<file path="config.mk">
export PLATFORM = sky130hd
export DESIGN_NAME = fixed_timestep_pacer_core
export DESIGN_NICKNAME = d
export VERILOG_FILES = /design/src/fts_pkg.sv /design/src/fts_mul.sv /design/src/fts_div.sv /design/src/fixed_timestep_pacer_core.sv
export SDC_FILE = /design/constraint.sdc
export NUM_CORES = 1
export LEC_CHECK = 0
export BUFFER_PORTS_ARGS = -buffer_cell sky130_fd_sc_hd__buf_4
export CORE_ASPECT_RATIO = 0.5
export CORE_UTILIZATION = 35
export CTS_CLUSTER_SIZE = 16
export DETAILED_ROUTE_END_ITERATION = 7
export PLACE_DENSITY = 0.56
export SYNTH_ARGS = -nofsm -noshare
export SYNTH_HDL_FRONTEND = slang
export SYNTH_SLANG_ARGS = --single-unit
</file>
<file path="constraint.sdc">
create_clock -name clk -period 18.73 [get_ports clk]
set_input_delay 1.873 -clock clk [delete_from_list [all_inputs] [get_ports clk]]
set_output_delay 1.873 -clock clk [all_outputs]
set_load 0.1 [all_outputs]
</file>
<file path="src/fts_pkg.sv">
// shared constants, types and helper functions for the fixed-timestep pacer
// no dependencies; used by fts_mul, fts_div and fixed_timestep_pacer_core
package fts_pkg;

  localparam int TIME_W  = 32;  // timestamp width
  localparam int PCT_W   = 10;  // speed percent width
  localparam int BANK_W  = 31;  // banked time, hundredths of a microsecond
  localparam int FRAME_W = 27;  // frame interval times 100
  localparam int IVL_W   = 20;  // frame interval in microseconds
  localparam int STEPS_W = 5;   // steps owed per tick
  localparam int CARRY_W = 7;   // timer carry, percent
  localparam int IDX_W   = 2;   // configuration register index

  localparam logic [PCT_W-1:0]   PCT_MIN      = 10'd100;
  localparam logic [PCT_W-1:0]   PCT_MAX      = 10'd1000;
  localparam logic [IVL_W-1:0]   IVL_MIN      = 20'd1;
  localparam logic [IVL_W-1:0]   IVL_MAX      = 20'd1000000;
  localparam logic [FRAME_W-1:0] FRAME_RESET  = 27'd1666700;
  localparam logic [FRAME_W-1:0] TIMER_DIV    = 27'd100;
  localparam logic [STEPS_W-1:0] TIMER_CAP    = 5'd31;
  localparam logic [STEPS_W-1:0] STEPS_MAX    = 5'd20;
  localparam logic [STEPS_W-1:0] ONE_STEP     = 5'd1;

  // configuration register indexes
  localparam logic [IDX_W-1:0] REG_VSYNC_MODE    = 2'd0;
  localparam logic [IDX_W-1:0] REG_TURBO_PERCENT = 2'd1;
  localparam logic [IDX_W-1:0] REG_FRAME_IVL     = 2'd2;

  // start request into the serial multiply-accumulate unit
  typedef struct packed {
    logic              start;
    logic [TIME_W-1:0] now;
    logic [TIME_W-1:0] last;
    logic [PCT_W-1:0]  pct;
    logic [BANK_W-1:0] bank;
  } mul_req_t;

  // start request into the repeated-subtract divider
  typedef struct packed {
    logic               start;
    logic [BANK_W-1:0]  dividend;
    logic [FRAME_W-1:0] divisor;
    logic [STEPS_W-1:0] cap;
  } div_req_t;

  typedef struct packed {
    logic busy;
    logic done;
  } unit_stat_t;

  // ceil(2 * pct / 100) = floor((pct + 49) / 50), via reciprocal 1311 / 2^16
  function automatic logic [STEPS_W-1:0] catchup_limit(input logic [PCT_W-1:0] pct);
    logic [10:0] t;
    logic [21:0] p;
    t = {1'b0, pct} + 11'd49;
    p = {11'b0, t} * 22'd1311;
    return p[20:16];
  endfunction

endpackage

</file>
<file path="src/fts_mul.sv">
// bit-serial elapsed-time multiply-accumulate: (now - last) * pct + bank
// one timestamp bit per cycle, lsb first; depends on fts_pkg
module fts_mul (
  input  logic                      clk,
  input  logic                      rst,
  input  fts_pkg::mul_req_t         req,
  output fts_pkg::unit_stat_t       stat,
  output logic [fts_pkg::BANK_W-1:0] product
);

  logic [fts_pkg::TIME_W-1:0] now_sr;
  logic [fts_pkg::TIME_W-1:0] last_sr;
  logic [fts_pkg::BANK_W-1:0] bank_sr;
  logic [fts_pkg::PCT_W-1:0]  pct;
  logic                       borrow;
  logic [10:0]                hi;
  logic [fts_pkg::TIME_W-1:0] lo;
  logic [4:0]                 cnt;
  logic                       busy;
  logic                       done;

  logic        e_bit;
  logic        borrow_next;
  logic [11:0] sum;

  always_comb begin
    // serial subtract gives elapsed bit i at cycle i
    e_bit       = now_sr[0] ^ last_sr[0] ^ borrow;
    borrow_next = (~now_sr[0] & last_sr[0]) | (~(now_sr[0] ^ last_sr[0]) & borrow);
    // bank bit i enters as carry at the weight of hi[0]
    sum = {1'b0, hi} + (e_bit ? {2'b0, pct} : 12'd0) + {11'd0, bank_sr[0]};
  end

  always_ff @(posedge clk) begin
    if (rst) begin
      busy <= 1'b0;
      done <= 1'b0;
    end else begin
      done <= 1'b0;
      if (req.start) begin
        now_sr  <= req.now;
        last_sr <= req.last;
        bank_sr <= req.bank;
        pct     <= req.pct;
        borrow  <= 1'b0;
        hi      <= '0;
        lo      <= '0;
        cnt     <= '0;
        busy    <= 1'b1;
      end else if (busy) begin
        now_sr  <= {1'b0, now_sr[fts_pkg::TIME_W-1:1]};
        last_sr <= {1'b0, last_sr[fts_pkg::TIME_W-1:1]};
        bank_sr <= {1'b0, bank_sr[fts_pkg::BANK_W-1:1]};
        borrow  <= borrow_next;
        hi      <= sum[11:1];
        lo      <= {sum[0], lo[fts_pkg::TIME_W-1:1]};
        cnt     <= cnt + 5'd1;
        if (cnt == 5'd31) begin
          busy <= 1'b0;
          done <= 1'b1;
        end
      end
    end
  end

  // anything at or above 2^31 is past every possible ceiling
  assign product = (|hi || lo[fts_pkg::TIME_W-1]) ? '1 : lo[fts_pkg::BANK_W-1:0];
  assign stat.busy = busy;
  assign stat.done = done;

endmodule

</file>
<file path="src/fts_div.sv">
// capped repeated-subtract divider, one subtraction per cycle
// quotient stops at cap, and then the remainder is cleared; depends on fts_pkg
module fts_div (
  input  logic                        clk,
  input  logic                        rst,
  input  fts_pkg::div_req_t           req,
  output fts_pkg::unit_stat_t         stat,
  output logic [fts_pkg::STEPS_W-1:0] quot,
  output logic [fts_pkg::BANK_W-1:0]  rem
);

  logic [fts_pkg::FRAME_W-1:0] dvs;
  logic [fts_pkg::STEPS_W-1:0] cap;
  logic                        busy;
  logic                        done;
  logic                        ge;

  assign ge = rem >= {{(fts_pkg::BANK_W-fts_pkg::FRAME_W){1'b0}}, dvs};

  always_ff @(posedge clk) begin
    if (rst) begin
      busy <= 1'b0;
      done <= 1'b0;
    end else begin
      done <= 1'b0;
      if (req.start) begin
        rem  <= req.dividend;
        dvs  <= req.divisor;
        cap  <= req.cap;
        quot <= '0;
        busy <= 1'b1;
      end else if (busy) begin
        if (quot != cap && ge) begin
          rem  <= rem - {{(fts_pkg::BANK_W-fts_pkg::FRAME_W){1'b0}}, dvs};
          quot <= quot + 5'd1;
        end else begin
          // hitting the cap means the bank was at or over the ceiling
          if (quot == cap) rem <= '0;
          busy <= 1'b0;
          done <= 1'b1;
        end
      end
    end
  end

  assign stat.busy = busy;
  assign stat.done = done;

endmodule

</file>
<file path="src/fixed_timestep_pacer_core.sv">
// top level of the fixed-timestep pacer: config registers, tick sequencer, output register
// depends on fts_pkg, fts_mul and fts_div
//
// usage: each tick arrives on the s_axis channel (tdata = timestamp in us, tuser = turbo
// key held); the block answers one transaction on m_axis with the steps the tick owes.
// configuration is written through cfg_we / cfg_index / cfg_data while no tick is pending:
// index 0 = schedule mode (writing it clears the carry, bank and timing state),
// index 1 = turbo percent, index 2 = frame interval in us (both saturate to range).
// path from input transaction to result: a plain timer tick or the first display tick
// goes straight to the output stage, a turbo timer tick runs the subtracting divider
// (one subtraction per cycle, at most 10), and a display tick runs the bit-serial
// elapsed-time multiplier, then the subtracting divider.
// one tick is in flight at a time; the next tick is taken as soon as the sequencer is
// idle, even while the previous result still waits in the output register.
// a stalled receiver holds m_axis_tvalid and the data; a finished tick waits for the
// output register before s_axis_tready comes back.
// reset (rst, synchronous) restores timer mode, 100 percent turbo, a 16667 us frame,
// clears the carry, bank and timing state and empties the output register.
module fixed_timestep_pacer_core (
  input  logic                      clk,
  input  logic                      rst,
  input  logic                      s_axis_tvalid,
  output logic                      s_axis_tready,
  input  logic [31:0]               s_axis_tdata,   // [31:0] now_us
  input  logic [0:0]                s_axis_tuser,   // [0] turbo_held
  output logic                      m_axis_tvalid,
  input  logic                      m_axis_tready,
  output logic [7:0]                m_axis_tdata,   // [4:0] steps_owed, [7:5] zero
  input  logic                      cfg_we,
  input  logic [fts_pkg::IDX_W-1:0] cfg_index,
  input  logic [19:0]               cfg_data
);

  typedef enum logic [1:0] {
    ST_IDLE,
    ST_MUL,
    ST_DIV,
    ST_DONE
  } state_t;

  state_t state;

  // configuration
  logic                        vsync_mode;
  logic [fts_pkg::PCT_W-1:0]   turbo_pct;
  logic [fts_pkg::FRAME_W-1:0] frame;

  // pacing state
  logic [fts_pkg::CARRY_W-1:0] step_carry;
  logic [fts_pkg::BANK_W-1:0]  time_bank;
  logic [fts_pkg::TIME_W-1:0]  last_time;
  logic                        started;

  // per-tick working registers
  logic [fts_pkg::STEPS_W-1:0] cap_q;
  logic [fts_pkg::STEPS_W-1:0] steps_q;
  logic                        timer_path;
  logic [fts_pkg::STEPS_W-1:0] out_steps;
  logic                        out_valid;

  fts_pkg::mul_req_t   mul_req;
  fts_pkg::div_req_t   div_req;
  fts_pkg::unit_stat_t mul_stat;
  fts_pkg::unit_stat_t div_stat;
  logic [fts_pkg::BANK_W-1:0]  mul_product;
  logic [fts_pkg::STEPS_W-1:0] div_quot;
  logic [fts_pkg::BANK_W-1:0]  div_rem;

  logic                        in_xfer;
  logic                        held;
  logic [fts_pkg::PCT_W-1:0]   pct_in;
  logic [fts_pkg::CARRY_W-1:0] carry_eff;
  logic [10:0]                 timer_sum;
  logic [fts_pkg::PCT_W-1:0]   turbo_sat;
  logic [fts_pkg::IVL_W-1:0]   ivl_sat;
  logic [fts_pkg::FRAME_W-1:0] frame_next;
  logic                        out_free;

  assign s_axis_tready = (state == ST_IDLE);
  assign in_xfer       = s_axis_tvalid && s_axis_tready;
  assign held          = s_axis_tuser[0];
  assign out_free      = !out_valid || m_axis_tready;

  always_comb begin
    pct_in    = held ? turbo_pct : fts_pkg::PCT_MIN;
    carry_eff = held ? step_carry : '0;
    timer_sum = {4'd0, carry_eff} + {1'b0, pct_in};

    if (cfg_data[9:0] < fts_pkg::PCT_MIN)      turbo_sat = fts_pkg::PCT_MIN;
    else if (cfg_data[9:0] > fts_pkg::PCT_MAX) turbo_sat = fts_pkg::PCT_MAX;
    else                                       turbo_sat = cfg_data[9:0];

    if (cfg_data < fts_pkg::IVL_MIN)      ivl_sat = fts_pkg::IVL_MIN;
    else if (cfg_data > fts_pkg::IVL_MAX) ivl_sat = fts_pkg::IVL_MAX;
    else                                  ivl_sat = cfg_data;

    // interval * 100 = x*64 + x*32 + x*4
    frame_next = ({7'd0, ivl_sat} << 6) + ({7'd0, ivl_sat} << 5) + ({7'd0, ivl_sat} << 2);
  end

  fts_mul u_mul (
    .clk     (clk),
    .rst     (rst),
    .req     (mul_req),
    .stat    (mul_stat),
    .product (mul_product)
  );

  fts_div u_div (
    .clk  (clk),
    .rst  (rst),
    .req  (div_req),
    .stat (div_stat),
    .quot (div_quot),
    .rem  (div_rem)
  );

  always_ff @(posedge clk) begin
    if (rst) begin
      state         <= ST_IDLE;
      vsync_mode    <= 1'b0;
      turbo_pct     <= fts_pkg::PCT_MIN;
      frame         <= fts_pkg::FRAME_RESET;
      step_carry    <= '0;
      time_bank     <= '0;
      last_time     <= '0;
      started       <= 1'b0;
      out_valid     <= 1'b0;
      mul_req.start <= 1'b0;
      div_req.start <= 1'b0;
      timer_path    <= 1'b0;
    end else begin
      mul_req.start <= 1'b0;
      div_req.start <= 1'b0;
      if (out_valid && m_axis_tready) out_valid <= 1'b0;

      unique case (state)
        ST_IDLE: begin
          if (in_xfer) begin
            step_carry <= carry_eff;
            if (!vsync_mode) begin
              timer_path <= 1'b1;
              if (pct_in == fts_pkg::PCT_MIN) begin
                steps_q <= fts_pkg::ONE_STEP;
                state   <= ST_DONE;
              end else begin
                div_req.start    <= 1'b1;
                div_req.dividend <= {{(fts_pkg::BANK_W-11){1'b0}}, timer_sum};
                div_req.divisor  <= fts_pkg::TIMER_DIV;
                div_req.cap      <= fts_pkg::TIMER_CAP;
                state            <= ST_DIV;
              end
            end else if (!started) begin
              started   <= 1'b1;
              last_time <= s_axis_tdata;
              steps_q   <= fts_pkg::ONE_STEP;
              state     <= ST_DONE;
            end else begin
              timer_path    <= 1'b0;
              mul_req.start <= 1'b1;
              mul_req.now   <= s_axis_tdata;
              mul_req.last  <= last_time;
              mul_req.pct   <= pct_in;
              mul_req.bank  <= time_bank;
              last_time     <= s_axis_tdata;
              cap_q         <= fts_pkg::catchup_limit(pct_in);
              state         <= ST_MUL;
            end
          end
        end
        ST_MUL: begin
          if (mul_stat.done) begin
            div_req.start    <= 1'b1;
            div_req.dividend <= mul_product;
            div_req.divisor  <= frame;
            div_req.cap      <= cap_q;
            state            <= ST_DIV;
          end
        end
        ST_DIV: begin
          if (div_stat.done) begin
            steps_q <= div_quot;
            if (timer_path) step_carry <= div_rem[fts_pkg::CARRY_W-1:0];
            else            time_bank  <= div_rem;
            state <= ST_DONE;
          end
        end
        ST_DONE: begin
          if (out_free) begin
            out_valid <= 1'b1;
            out_steps <= steps_q;
            state     <= ST_IDLE;
          end
        end
        default: state <= ST_IDLE;
      endcase

      if (cfg_we) begin
        unique case (cfg_index)
          fts_pkg::REG_VSYNC_MODE: begin
            vsync_mode <= cfg_data[0];
            step_carry <= '0;
            time_bank  <= '0;
            last_time  <= '0;
            started    <= 1'b0;
          end
          fts_pkg::REG_TURBO_PERCENT: turbo_pct <= turbo_sat;
          fts_pkg::REG_FRAME_IVL:     frame     <= frame_next;
          default: ;
        endcase
      end
    end
  end

  assign m_axis_tvalid = out_valid;
  assign m_axis_tdata  = {3'd0, out_steps};

`ifndef SYNTHESIS
  // the timer carry is a remainder of 100
  a_carry_range: assert property (@(posedge clk) disable iff (rst)
    step_carry < 7'd100)
    else $error("timer carry out of range");

  // a result never exceeds the largest catch-up count
  a_steps_range: assert property (@(posedge clk) disable iff (rst)
    m_axis_tvalid |-> out_steps <= fts_pkg::STEPS_MAX)
    else $error("steps owed exceeds catch-up limit");

  // multiplier and divider never run on the same tick at once
  a_units_exclusive: assert property (@(posedge clk) disable iff (rst)
    !(mul_stat.busy && div_stat.busy))
    else $error("multiplier and divider busy together");

  // an accepted tick closes the input until its result is queued
  a_one_in_flight: assert property (@(posedge clk) disable iff (rst)
    in_xfer |=> !s_axis_tready)
    else $error("second tick accepted while one is in flight");
`endif

endmodule

</file>
==> impl_metrics.yaml <==
timing:
  slew_viol_final: 0
  timing.fmax_mhz: 120.9
  final.min_clock_period_ns: 8.272
  min_period_over_period_pct: 44.16
  setup_viol: 0
  hold_viol_final: 0
  tightest_slew_ns: 1.055
  rsz0062_at_grt: "false"
  tns_ns: 0
  max_slew_margin_pct: 29.03
  fin_skew_ns: 0.02570
grt:
  grt_antenna_before_repair: 0
  grt_pass1_vias: 15470
  grt_remaining_overflow: 0
  grtUsageTotal_pct: 14.57
  grt_start_max_net_pins: 76
  grt_pass1_wl_mm: 85.82
synthesis:
  ys_ff_latch: 518
  synth_edf_count: 401
  synth_top_cell_area_share_pct: 47.26
  muxShareOfSynthArea_pct: 4.223
  yosysSeqAreaShare_pct: 56.45
  synth_area_mm2: 0.02548
  syn_area_per_cell_um2: 11.90
  synth_area_leaders: "edfxtp_1, dfxtp_1, ha_1, mux2_2, fa_1"
  synth.distinct_cells: 88
  synthAdderAreaFrac_pct: 11.62
  synth_xor_area_share_pct: 2.917
  synth_top_family_by_area: "adder cells"
  synth_top_area_cell: "edfxtp_1"
  synthTopCellsByCount: "edfxtp_1, nand2_1, inv_1"
  synth-simple-area-share_pct: 11.36
  synth_compound_area_share_pct: 9.604
  syn_inst: 2141
  ys_warn_count: 0
  synth_most_common_cell: "edfxtp_1"
  synth_ff_type: "edfxtp_1"
  async_flop_share_pct: 0
power_and_ir_drop:
  p_sw_mw: 0.6712
  power.leakage_nw: 11.00
  pwr-share-seq_pct: 48.3
  ir_drop_uv: 69.46
  clkPwrFrac_pct: 38.5
  p_per_area_mw_per_mm2: 92.69
  power_frac_comb_pct: 13.1
  p_int_mw: 1.981
  swShare_pct: 25.31
floorplanning:
  core_mm2: 0.07148
  rows: 69
  start_util_pct: 35.65
  die_y_um: 192.8
  dieWidth_um: 383.6
  die_area_mm2: 0.07395
  ios: 70
placement:
  place_congestion: 0.8616
  dp_hpwl_mm: 36.83
  io_buffers: 66
  placed_area_mm2: 0.02697
job:
  drv_cap: 0
worst_setup_path:
  crit_buf_inv: 8
  path_common_cell: "inv_1"
  cp_slowest_cell: "mux2i_1"
  start_kind: "primary input"
  crit_type: "primary input to flop"
  cpLargestDelayFamily: "adder cells"
  cp.required_ns: 19.07
  reg2reg_depth: 27
  path_max_fanout: 21
  critical_path.max_stage_delay_ns: 0.80
  cp-end-kind: "flop"
  cp_num_cells: 28
  crit_arrival_ns: 8.61
status:
  status: "finished with violations"
  violations: "DRC"
clocking:
  cts_tree: "done"
  cts.htree.levels: 2
  cts_root_buffer: "clkbuf_16"
  numCtsBuffers: 49
  cts_sinks: 518
  cts_resized: 0
  cts-hold-fix-buffers: 0
  clk_latency_ns: 0.60
  clock_tree.buffer_depth: 3
  cts_setup_buffers: 0
  clkSlewWorstSetupHoldPaths_ns: 0.06
detailed_routing:
  drc: 3
  ant_nets: 0
  drt-pass1-iter-count: 7
  first_iter_violations: 1157
  vias_per_cell: 4.869
  wire_per_inst_um: 16.75
  via_count: 15510
  wl_mm: 53.35
layout:
  n_antenna_cell: 0
  drive_gt1_share_pct: 13.07
  area_growth_pct: 12.28
  nets: 2452
  finalInstanceArea_mm2: 0.02861
hold_path:
  whs_path_depth: 0
  hold_class: "flop to flop"
layout by cell type (no fill, tap or decap), types with 51 or more instances in the layout:
| master | netlist | layout |
|---|---|---|
| buf_4 | 3 | 83 |
| edfxtp_1 | 401 | 401 |
| fa_1 | 51 | 51 |
| mux2_2 | 92 | 92 |
| dfxtp_1 | 117 | 115 |
| nor2_1 | 130 | 127 |
| inv_1 | 158 | 158 |
| nand2_1 | 261 | 261 |
| a21oi_1 | 134 | 133 |
| ha_1 | 155 | 155 |
cell type report:
class	count	area, um2
fillers	6883	42870
flip-flops and latches	518	14390
multi-input cells	1376	10170
clock buffers	71	1369
well taps	958	1199
repair buffers	83	623.1
inverters	158	593.1
clock inverters	21	266.5
power groups by stage:
stage | sequential, mW | clock [mW] | combinational [mW]
2_1_floorplan | 1.31 | 0 | 0.258
3_3_place_gp | 1.31 | 0 | 0.346
3_5_place_dp | 1.31 | 0 | 0.350
4_1_cts | 1.28 | 1.05 | 0.353
5_1_grt | 1.28 | 1.10 | 0.393
6_report | 1.28 | 1.02 | 0.348
state kept, by name, summed over array words and instances, names as in the netlist, 31 cells and up:
signal	flops
u_mul.now_sr	32
u_div.rem	31
u_mul.bank_sr	31
time_bank	31
u_mul.lo	32
u_mul.last_sr	32
last_time	32
mul_req	106
div_req	62
worst paths after layout:
kind / from / to / slack, ns
worst max-delay path: s_axis_tuser / cap_q[4]$_DFFE_PP_ / 10.46
worst max register to register: turbo_pct[1]$_SDFFE_PP0P_ / cap_q[4]$_DFFE_PP_ / 11.48
worst min register to register: div_req[16]$_DFFE_PP_ / u_div.dvs[11]$_DFFE_PP_ / 0.42
worst min-delay path: div_req[16]$_DFFE_PP_ / u_div.dvs[11]$_DFFE_PP_ / 0.42
cells by family (layout without fill, tap and decap cells):
family	after synthesis	after routing
compound gates	369	369
xor+xnor	84	84
fa+ha+maj	206	206
buf+inv	250	333
flops	518	518
mux	96	96
other cells	2	5
simple gates	616	616
metrics by stage:
stage	cells	hold slack, ns	setup slack [ns]	utilization, %	total power, mW
after floorplan	2144	0.4003	8.250	-	1.567
after global placement	3093	0.4016	10.08	37.74	1.652
after detailed placement	3093	0.4045	9.946	37.74	1.657
after CTS	3185	0.4196	10.52	40.02	2.689
after global routing	3185	0.4225	10.03	40.02	2.773
final	3185	0.4193	10.46	40.02	2.652
routing by layer:
| layer | vias up | global-route usage [%] | share of wire, % | wire [um] |
|---|---|---|---|---|
| li1 | 7689 | - | - | - |
| met1 | 7532 | 21.31 | 50 | 26870 |
| met2 | 226 | 22.50 | 44 | 23260 |
| met3 | 62 | 2.548 | 4.7 | 2482 |
| met4 | 0 | 3.065 | 1.4 | 734 |
| met5 | - | 0 | 0 | 0 |
Power figures use the tool's default switching activity.
